==> src/rtl/core/debug_packet_deframer_top_macros.svh <==
// Assertion macros shared by the debug packet deframer modules.
`ifndef DEBUG_PACKET_DEFRAMER_TOP_MACROS_SVH
`define DEBUG_PACKET_DEFRAMER_TOP_MACROS_SVH

`ifndef SYNTHESIS

// Same-cycle implication.
`define DPD_ASSERT_IMP(label, clk, rst, ante, cons) \
   label: assert property (@(posedge clk) disable iff (rst) (ante) |-> (cons)) \
      else $error("deframer assertion failed");

// Next-cycle implication.
`define DPD_ASSERT_NEXT(label, clk, rst, ante, cons) \
   label: assert property (@(posedge clk) disable iff (rst) (ante) |=> (cons)) \
      else $error("deframer assertion failed");

`else

`define DPD_ASSERT_IMP(label, clk, rst, ante, cons)
`define DPD_ASSERT_NEXT(label, clk, rst, ante, cons)

`endif

`endif

==> src/rtl/core/dpd_pkg.sv <==
// Types, constants and helpers for the debug packet deframer.
package dpd_pkg;

   localparam int DPD_MAX_PAYLOAD = 1024;
   localparam int LEN_W           = 11;

   localparam logic [7:0] SOF_BYTE = 8'h24;  // '$'
   localparam logic [7:0] EOF_BYTE = 8'h23;  // '#'
   localparam logic [7:0] ESC_BYTE = 8'h7d;
   localparam logic [7:0] ESC_XOR  = 8'h20;

   typedef enum logic [2:0] {
      PH_HUNT,
      PH_DATA,
      PH_ESC,
      PH_CKHI,
      PH_CKLO
   } phase_type;

   typedef enum logic [2:0] {
      EV_PAYLOAD  = 3'd0,
      EV_ACCEPT   = 3'd1,
      EV_BADSUM   = 3'd2,
      EV_OVERFLOW = 3'd3,
      EV_RESTART  = 3'd4
   } event_kind_type;

   typedef struct packed {
      logic              produce;
      event_kind_type    kind;
      logic [7:0]        data_byte;
      logic [LEN_W-1:0]  payload_length;
      logic [7:0]        computed_sum;
   } result_type;

   // Bits 3..0 hold the digit value, bit 4 flags a non-hex byte.
   function automatic logic [4:0] hex_value(input logic [7:0] c);
      logic [4:0] v;
      v = 5'h10;
      if (c >= 8'h61 && c <= 8'h66) begin
         v = 5'(c - 8'h57);
      end else if (c >= 8'h30 && c <= 8'h39) begin
         v = 5'(c - 8'h30);
      end else if (c >= 8'h41 && c <= 8'h46) begin
         v = 5'(c - 8'h37);
      end
      return v;
   endfunction

endpackage

==> src/rtl/core/debug_packet_deframer_top.sv <==
// Each byte is held in the input register, then its result beat is loaded into the result register.
// Throughput: one byte per cycle; input stalls only while a beat-making byte waits on a stalled result.
// Bytes that end no event ('#' or escape below the payload limit, checksum high digit, hunting) give no beat.
// Synchronous active-high reset: hunt for '$', sum and count cleared, no beats held.
`include "debug_packet_deframer_top_macros.svh"

module debug_packet_deframer_top
   import dpd_pkg::*;
#(
   parameter int MAX_PAYLOAD = DPD_MAX_PAYLOAD
) (
   input  logic             clock,
   input  logic             reset,
   input  logic             req_valid,
   output logic             req_stall,
   input  logic [7:0]       req_rx_byte,
   output logic             rsp_valid,
   input  logic             rsp_stall,
   output logic [2:0]       rsp_event_kind,
   output logic [7:0]       rsp_data_byte,
   output logic [LEN_W-1:0] rsp_payload_length,
   output logic [7:0]       rsp_computed_sum
);

   logic       in_vld_ff, in_vld_in;
   logic [7:0] in_byte_ff;
   logic       out_vld_ff, out_vld_in;
   result_type out_ff;
   result_type res;
   logic       advance;

   dpd_frame_fsm #(
      .MAX_PAYLOAD(MAX_PAYLOAD)
   ) u_fsm (
      .clock  (clock),
      .reset  (reset),
      .step   (advance),
      .rx_byte(in_byte_ff),
      .res    (res)
   );

   // advance when the byte makes no beat or the result register has room
   assign advance   = in_vld_ff && (!res.produce || !out_vld_ff || !rsp_stall);
   assign req_stall = in_vld_ff && !advance;

   always_comb begin
      in_vld_in = in_vld_ff;
      if (req_valid && !req_stall) begin
         in_vld_in = 1'b1;
      end else if (advance) begin
         in_vld_in = 1'b0;
      end
      out_vld_in = out_vld_ff;
      if (advance && res.produce) begin
         out_vld_in = 1'b1;
      end else if (out_vld_ff && !rsp_stall) begin
         out_vld_in = 1'b0;
      end
   end

   always_ff @(posedge clock) begin
      if (reset) begin
         in_vld_ff  <= 1'b0;
         out_vld_ff <= 1'b0;
      end else begin
         in_vld_ff  <= in_vld_in;
         out_vld_ff <= out_vld_in;
      end
   end

   always_ff @(posedge clock) begin
      if (req_valid && !req_stall) begin
         in_byte_ff <= req_rx_byte;
      end
      if (advance && res.produce) begin
         out_ff <= res;
      end
   end

   assign rsp_valid          = out_vld_ff;
   assign rsp_event_kind     = out_ff.kind;
   assign rsp_data_byte      = out_ff.data_byte;
   assign rsp_payload_length = out_ff.payload_length;
   assign rsp_computed_sum   = out_ff.computed_sum;

   `DPD_ASSERT_NEXT(a_result_loaded, clock, reset, advance && res.produce, out_vld_ff)
   `DPD_ASSERT_IMP(a_no_overwrite, clock, reset, out_vld_ff && rsp_stall, !(advance && res.produce))
   `DPD_ASSERT_IMP(a_stall_only_when_busy, clock, reset, req_stall, in_vld_ff)

endmodule

==> src/rtl/core/dpd_frame_fsm.sv <==
// Framing state machine: phase, running sum, count and checksum digit.
`include "debug_packet_deframer_top_macros.svh"

module dpd_frame_fsm
   import dpd_pkg::*;
#(
   parameter int MAX_PAYLOAD = DPD_MAX_PAYLOAD
) (
   input  logic       clock,
   input  logic       reset,
   input  logic       step,
   input  logic [7:0] rx_byte,
   output result_type res
);

   localparam int CNT_W = $clog2(MAX_PAYLOAD + 1);

   phase_type         phase_ff, phase_in;
   logic [7:0]        sum_ff, sum_in;
   logic [CNT_W-1:0]  cnt_ff, cnt_in;
   logic [4:0]        high_ff, high_in;

   logic [4:0]        lo_digit;
   logic [7:0]        got_sum;
   logic              full;

   assign lo_digit = hex_value(rx_byte);
   assign got_sum  = {high_ff[3:0], lo_digit[3:0]};
   assign full     = (cnt_ff == CNT_W'(MAX_PAYLOAD));

   always_ff @(posedge clock) begin
      if (reset) begin
         phase_ff <= PH_HUNT;
         sum_ff   <= '0;
         cnt_ff   <= '0;
         high_ff  <= '0;
      end else if (step) begin
         phase_ff <= phase_in;
         sum_ff   <= sum_in;
         cnt_ff   <= cnt_in;
         high_ff  <= high_in;
      end
   end

   always_comb begin
      phase_in      = phase_ff;
      sum_in        = sum_ff;
      cnt_in        = cnt_ff;
      high_in       = high_ff;
      res.produce   = 1'b0;
      res.kind      = EV_PAYLOAD;
      res.data_byte = rx_byte;
      unique case (phase_ff)
         PH_DATA, PH_ESC: begin
            if (full) begin
               // drop the byte and hunt again
               res.produce = 1'b1;
               res.kind    = EV_OVERFLOW;
               phase_in    = PH_HUNT;
            end else if (phase_ff == PH_ESC) begin
               sum_in        = sum_ff + rx_byte;
               cnt_in        = cnt_ff + 1'b1;
               phase_in      = PH_DATA;
               res.produce   = 1'b1;
               res.data_byte = rx_byte ^ ESC_XOR;
            end else if (rx_byte == SOF_BYTE) begin
               sum_in      = '0;
               cnt_in      = '0;
               res.produce = 1'b1;
               res.kind    = EV_RESTART;
            end else if (rx_byte == EOF_BYTE) begin
               phase_in = PH_CKHI;
            end else begin
               // escape byte still counts toward the sum
               sum_in = sum_ff + rx_byte;
               if (rx_byte == ESC_BYTE) begin
                  phase_in = PH_ESC;
               end else begin
                  cnt_in      = cnt_ff + 1'b1;
                  res.produce = 1'b1;
               end
            end
         end
         PH_CKHI: begin
            high_in  = hex_value(rx_byte);
            phase_in = PH_CKLO;
         end
         PH_CKLO: begin
            res.produce   = 1'b1;
            res.data_byte = got_sum;
            if (!high_ff[4] && !lo_digit[4] && got_sum == sum_ff) begin
               res.kind = EV_ACCEPT;
            end else begin
               res.kind = EV_BADSUM;
            end
            phase_in = PH_HUNT;
         end
         default: begin
            if (rx_byte == SOF_BYTE) begin
               sum_in   = '0;
               cnt_in   = '0;
               phase_in = PH_DATA;
            end
         end
      endcase
      res.payload_length = LEN_W'(cnt_in);
      res.computed_sum   = sum_in;
   end

   `DPD_ASSERT_IMP(a_accept_from_cklo, clock, reset, step && res.produce && res.kind == EV_ACCEPT, phase_ff == PH_CKLO)
   `DPD_ASSERT_NEXT(a_overflow_hunts, clock, reset, step && res.produce && res.kind == EV_OVERFLOW, phase_ff == PH_HUNT)
   `DPD_ASSERT_NEXT(a_restart_clears, clock, reset, step && res.produce && res.kind == EV_RESTART, cnt_ff == '0 && sum_ff == 8'h00)
   `DPD_ASSERT_IMP(a_count_bound, clock, reset, 1'b1, cnt_ff <= CNT_W'(MAX_PAYLOAD))

endmodule

==> config.mk <==
export PLATFORM = sky130hd
export DESIGN_NAME = debug_packet_deframer_top
export DESIGN_NICKNAME = d
export VERILOG_FILES = /design/src/rtl/core/dpd_pkg.sv /design/src/rtl/core/debug_packet_deframer_top.sv /design/src/rtl/core/dpd_frame_fsm.sv
export VERILOG_INCLUDE_DIRS = /design/src /design/src/rtl/core
export SDC_FILE = /design/constraint.sdc
export NUM_CORES = 1
export LEC_CHECK = 0
export BUFFER_PORTS_ARGS = -buffer_cell sky130_fd_sc_hd__buf_4
export CAP_MARGIN = 20
export CORE_ASPECT_RATIO = 1.5
export CORE_MARGIN = 5
export CORE_UTILIZATION = 42
export CTS_CLUSTER_SIZE = 8
export DETAILED_ROUTE_END_ITERATION = 12
export GPL_TIMING_DRIVEN = 0
export HOLD_SLACK_MARGIN = 0.15
export PLACE_DENSITY = 0.57
export REMOVE_ABC_BUFFERS = 1
export SYNTH_ARGS = -nofsm -noshare
export SYNTH_HDL_FRONTEND = slang
export SYNTH_SLANG_ARGS = --single-unit
==> constraint.sdc <==
create_clock -name clock -period 8.2 [get_ports clock]
set_input_delay 0.82 -clock clock [delete_from_list [all_inputs] [get_ports clock]]
set_output_delay 0.82 -clock clock [all_outputs]
set_load 0.02 [all_outputs]
# Word level (Yosys, flattened, before mapping)
# Index checks and enable logic that the tools add are counted.
# word_totals
elab_cells	98
output_inout_bits	32
register_bits	67
inputBits	12
# classes
n_eq_ne	11
n_lt_le_gt_ge	6
n_addsub	5
reduce_logical	26
n_bitwise	1
muxes	38
# ops
op	n
2-to-1 mux 11 bit	6
2-to-1 mux 8 bit	5
2-to-1 mux 3 bit	8
one-hot mux 12 bit (2 select lines)	1
one-hot mux 11 bit (2 select lines)	1
equality test 8 x 6 -> 1 bit (second input constant)	2
greater-or-equal comparator 8 x 7 -> 1 bit (second input constant)	2
<= comparator 8 x 7 -> 1 bit (second input constant)	2
one-hot mux 8 bit (2 select lines)	1
2-to-1 mux 5 bit	3
subtractor 5 bit (second input constant)	3
2-to-1 mux 6 bit	2
adder 11 x 1 -> 11 bit (second input constant)	1
equality test 11 bit (second input constant)	1
logical AND 1 bit	10
one-hot mux 3 bit (3 select lines)	1
adder 8 bit	1
equality test 8 x 7 -> 1 bit (second input constant)	1
equality test 8 bit	1
greater-or-equal comparator 8 x 6 -> 1 bit (second input constant)	1
<= comparator 8 x 6 -> 1 bit (second input constant)	1
2-to-1 mux 1 bit	8
zero test 1 bit	7
equality test 3 x 2 -> 1 bit (second input constant)	2
other kinds (13)	16

# Longest topological paths before layout
# logic_depth
ltp_word	19
depth_mapped	9
mapped_depth_nobuf	8

# Hierarchy
# Synthesis repeated with hierarchy kept, for this count alone.
# unflattened
cells_unflattened	416
area_unflattened_um2	3973.8
# by_module_without_submodules
module	area_each_um2	instances	cells_per_inst	seq_area_each_um2
dpd_frame_fsm	2740.1	1	365	540.5
debug_packet_deframer_top	1233.7	1	51	1181.1

# Worst setup path after synthesis
# OpenSTA, ideal clock, no wires.
# synth_path
path_kind	reg2reg
from	register in_byte_ff[7]
to	register out_ff (netlist bit rsp_computed_sum[0]), enable pin
required_ps	7745
n_path_buf	3
path_stages_with_launch	9
arrival_ps	4337
setup_time_ps	455
setup_slack_ps	3409
path_cell_list	edfxtp_1 > buf_2 > or4b_1 > buf_2 > or3_4 > a2111oi_4 > o21ai_1 > buf_2 > nor3_1
# synth_via
elab_chain_cells	12
# synth_lines
element	line	text
start, declared	debug_packet_deframer_top.sv:26	logic [7:0] in_byte_ff;
start signal, assigned	debug_packet_deframer_top.sv:73	in_byte_ff <= req_rx_byte;
equality test 8 x 7 -> 1 bit	dpd_frame_fsm.sv:76	if (rx_byte == ESC_BYTE) begin
2-to-1 mux 1 bit	dpd_frame_fsm.sv:76	
2-to-1 mux 1 bit	dpd_frame_fsm.sv:71	end else if (rx_byte == EOF_BYTE) begin
2-to-1 mux 1 bit *	dpd_frame_fsm.sv:66	end else if (rx_byte == SOF_BYTE) begin
2-to-1 mux 1 bit *	dpd_frame_fsm.sv:60	end else if (phase_ff == PH_ESC) begin
2-to-1 mux 4 bit *	dpd_frame_fsm.sv:55	if (full) begin
one-hot mux 12 bit (2 select lines) *	dpd_frame_fsm.sv:53	unique case (phase_ff)
zero test 1 bit	debug_packet_deframer_top.sv:43	assign advance = in_vld_ff && (!res.produce || !out_vld_ff || !rsp_stall);
logical OR 1 bit (2 in a row)	debug_packet_deframer_top.sv:43	
logical AND 1 bit	debug_packet_deframer_top.sv:43	
logical AND 1 bit *	debug_packet_deframer_top.sv:75	if (advance && res.produce) begin
end signal, assigned	debug_packet_deframer_top.sv:76	out_ff <= res;
end, declared	debug_packet_deframer_top.sv:28	result_type out_ff;
# Every way passes the cells marked *; elsewhere a longest branch is shown, timed or not.
# A chain may end at the register's enable or synchronous reset.

# Final worst setup path
# layout_path
from	register in_byte_ff[7]
to	register out_ff (netlist bit rsp_event_kind[2]), enable pin
# The elaborated chain is that of the path after synthesis.

==> impl_metrics.json <==
{
  "p_per_area_mw_per_mm2": 174,
  "antennaDiodeCount": 0,
  "maxSlewViolCount": 0,
  "boundaryPins": 44,
  "grt_use_total_pct": 19.7,
  "synthTopCellsByCount": "46 x nand2_1, 38 x edfxtp_1, 34 x a21oi_1, 34 x o21ai_0, 32 x nor2_1",
  "tns_ns": 0,
  "worst-setup-path-type": "flip-flop to flip-flop",
  "synthCells": 434,
  "layout-area-overhead-vs-synth_pct": 18.3,
  "path_buf_inv": 2,
  "first_global_vias": 3572,
  "startpoint_type": "flip-flop",
  "syn_avg_cell_area_um2": 9.17,
  "chipHeight_um": 129,
  "fmax_ghz": 0.259,
  "hpwlAfterDp_um": 7820,
  "drtAntennaViolNets": 0,
  "place_inst": 569,
  "yosysSeqAreaShare_pct": 43.2,
  "ys_top_cells_by_area": "edfxtp_1 29%, dfxtp_1 15%, nand2_1 4.3%",
  "grt_max_degree": 37,
  "clk_pin_slew_worst_paths_ns": 0.06,
  "ctsHoldBuffers": 0,
  "fp.coreArea_mm2": 0.00925,
  "row_count": 43,
  "finalHoldViolations": 0,
  "cp-end-kind": "flip-flop",
  "overflow": 0,
  "timing.slew.headroom_pct": 31.7,
  "drive_gt1_share_pct": 15.4,
  "synth-seq-cells": 67,
  "synthAdderAreaFrac_pct": 4.59,
  "async_flop_share_pct": 0,
  "cts.sinks": 67,
  "synth_compound_area_share_pct": 21.1,
  "path_common_cell": "buf_6",
  "critPathMaxFanout": 13,
  "yosys_warnings": 0,
  "die_w_um": 89.5,
  "ys_types": 65,
  "dieArea_mm2": 0.0116,
  "setup_viol": 0,
  "remaining_drc_errors": 0,
  "antenna_found_initial": 0,
  "drv_cap": 0,
  "firstDrtPassIters": 4,
  "first_iter_violations": 170,
  "start_util_pct": 43.0,
  "htree_num_levels": 3,
  "p_leak_uw": 0.00176,
  "status": "finished, final reports clean",
  "port_buffers": 43,
  "instances_no_fill": 585,
  "clk_path_buf_depth": 2,
  "routedWlPerCell_um": 18.3,
  "worstMarginPinSlew_ns": 1.02,
  "hp-class": "flip-flop to flip-flop",
  "path_cells": "or4b_1 > or3_4 > a2111oi_4 > o21ai_1 > nor3_2 > buf_6 > buf_6",
  "synthMuxAreaShare_pct": 1.54,
  "grt_pass1_wl_um": 17300,
  "synth_top_area_cell": "edfxtp_1",
  "clock_latency_ns": 0.34,
  "synth_edf_count": 38,
  "synthSimpleGateAreaFrac_pct": 22.7,
  "period_needed_ns": 3.86,
  "vias": 3499,
  "root_buffer": "clkbuf_16",
  "cpPeakStageDelay_ns": 0.75,
  "grt_setup_unrepaired": "false",
  "finalCritPeriodShare_pct": 47.1,
  "syn-cell-area_mm2": 0.00398,
  "yosys.area_share.xor_xnor_pct": 3.08,
  "crit_arrival_ns": 3.91,
  "crit_slowest_cell": "or4b_1",
  "ir_worst_vdd_v": 0.000128,
  "finalWeightedCongestion": 0.879,
  "ctsResizeCount": 0,
  "post_cts_buffers": 0,
  "path_delay_family": "simple AND/OR/NAND/NOR gates",
  "synth_top_cell_area_share_pct": 28.7,
  "skew_ns": 0.00716,
  "cts_tree": "built",
  "vias_per_cell": 5.98,
  "synth_ff_type": "edfxtp_1",
  "wirelength_um": 10700,
  "synth_top_family_by_area": "simple AND/OR/NAND/NOR gates",
  "numCtsBuffers": 9,
  "final_nets": 494,
  "worstPathRequired_ns": 8.25,
  "synth.most_common_cell": "nand2_1"
}
==> power by group <==
part	switching (uW)	internal (uW)	leakage, uW
Combinational	22.1	15.8	0.00102
Sequential	10.1	358	0.000584
Clock	148	267	0.000153
Total	180	641	0.00176
==> layer usage <==
metal / vias up / global-route usage (%) / part of all wire (%)
li1: 1695 / - / -
met1: 1674 / 21.3 / 39
met2: 97 / 34.9 / 53
met3: 33 / 4.20 / 4.1
met4: 0 / 10.6 / 4.1
met5: - / 0 / 0
==> cell usage in the layout, fill, tap and decap left out, types with 3 or more instances in the layout <==
cell / count
inv_1: 13
xor2_1: 6
o21ai_1: 3
and3_1: 8
nor3b_1: 5
o32ai_1: 3
nor3_1: 10
nand4_1: 6
a311oi_1: 5
nand4b_1: 4
and4_1: 3
a21o_1: 5
nor2b_1: 4
clkbuf_16: 9
xnor2_1: 8
a22o_1: 5
nor4_1: 7
nor2_1: 32
o21ai_0: 34
nand2b_1: 8
and2_1: 10
buf_4: 43
buf_6: 3
mux2i_1: 5
a31oi_1: 8
nand3_1: 11
a211oi_1: 5
nand2_1: 46
ha_1: 13
edfxtp_1: 38
dfxtp_1: 29
a21oi_1: 34
nand3b_1: 3
==> stage by stage <==
step / total power (uW) / worst slack [ns] / util (%) / hold WS (ns) / cell area [um^2]
3_5_place_dp: 413 / 4.41 / 47.5 / 0.468 / 4390
4_1_cts: 831 / 4.37 / 50.9 / 0.476 / 4710
5_1_grt: 850 / 4.19 / 50.9 / 0.511 / 4710
6_report: 821 / 4.34 / 50.9 / 0.477 / 4710
2_1_floorplan: 396 / 3.41 / - / 0.431 / 3880
3_3_place_gp: 412 / 1.81 / 47.0 / 0.447 / 4350
==> state kept, by name (all words and copies together) (netlist names) <==
register and flops:
rsp_valid 1, rsp_data_byte 8, rsp_payload_length 11, in_vld_ff 1, rsp_computed_sum 8, u_fsm.phase_ff 3
rsp_event_kind 3, in_byte_ff 8, u_fsm.cnt_ff 11, u_fsm.high_ff 5, u_fsm.sum_ff 8
==> layout make-up <==
class / count / area [um^2]
Fill cell: 908 / 4540
Multi-Input combinational cell: 331 / 2120
Sequential cell: 67 / 1720
Timing Repair Buffer: 46 / 357
Clock buffer: 10 / 229
Tap cell: 112 / 140
Clock inverter: 6 / 90.1
Inverter: 13 / 48.8
==> cell families after synthesis <==
logic type                 count (synthesis)
adders and majority gates                 14
muxes                                      6
buffers and inverters                     36
xor gates and xnor gates                  14
DFF                                       67
and+or+nand+nor                          170
AOI/OAI and AO/OA                        127
==> worst paths after layout <==
check        cells past startpoint                end        startpoint  slack, ns
max                              7  rsp_event_kind[2]     in_byte_ff[7]       4.34
min                              2   u_fsm.high_ff[4]  u_fsm.high_ff[4]       0.48
max reg2reg                      7  rsp_event_kind[2]     in_byte_ff[7]       4.34
min reg2reg                      2   u_fsm.high_ff[4]  u_fsm.high_ff[4]       0.48
==> worst min-delay path, delay by kind of cell, from the launching register on <==
family	cells	cell delay (ns)
AOI/OAI and AO/OA	1	0.06
and+or+nand+nor	1	0.05
DFF	1	0.31
Note: power is estimated with default switching activity, not from simulation.
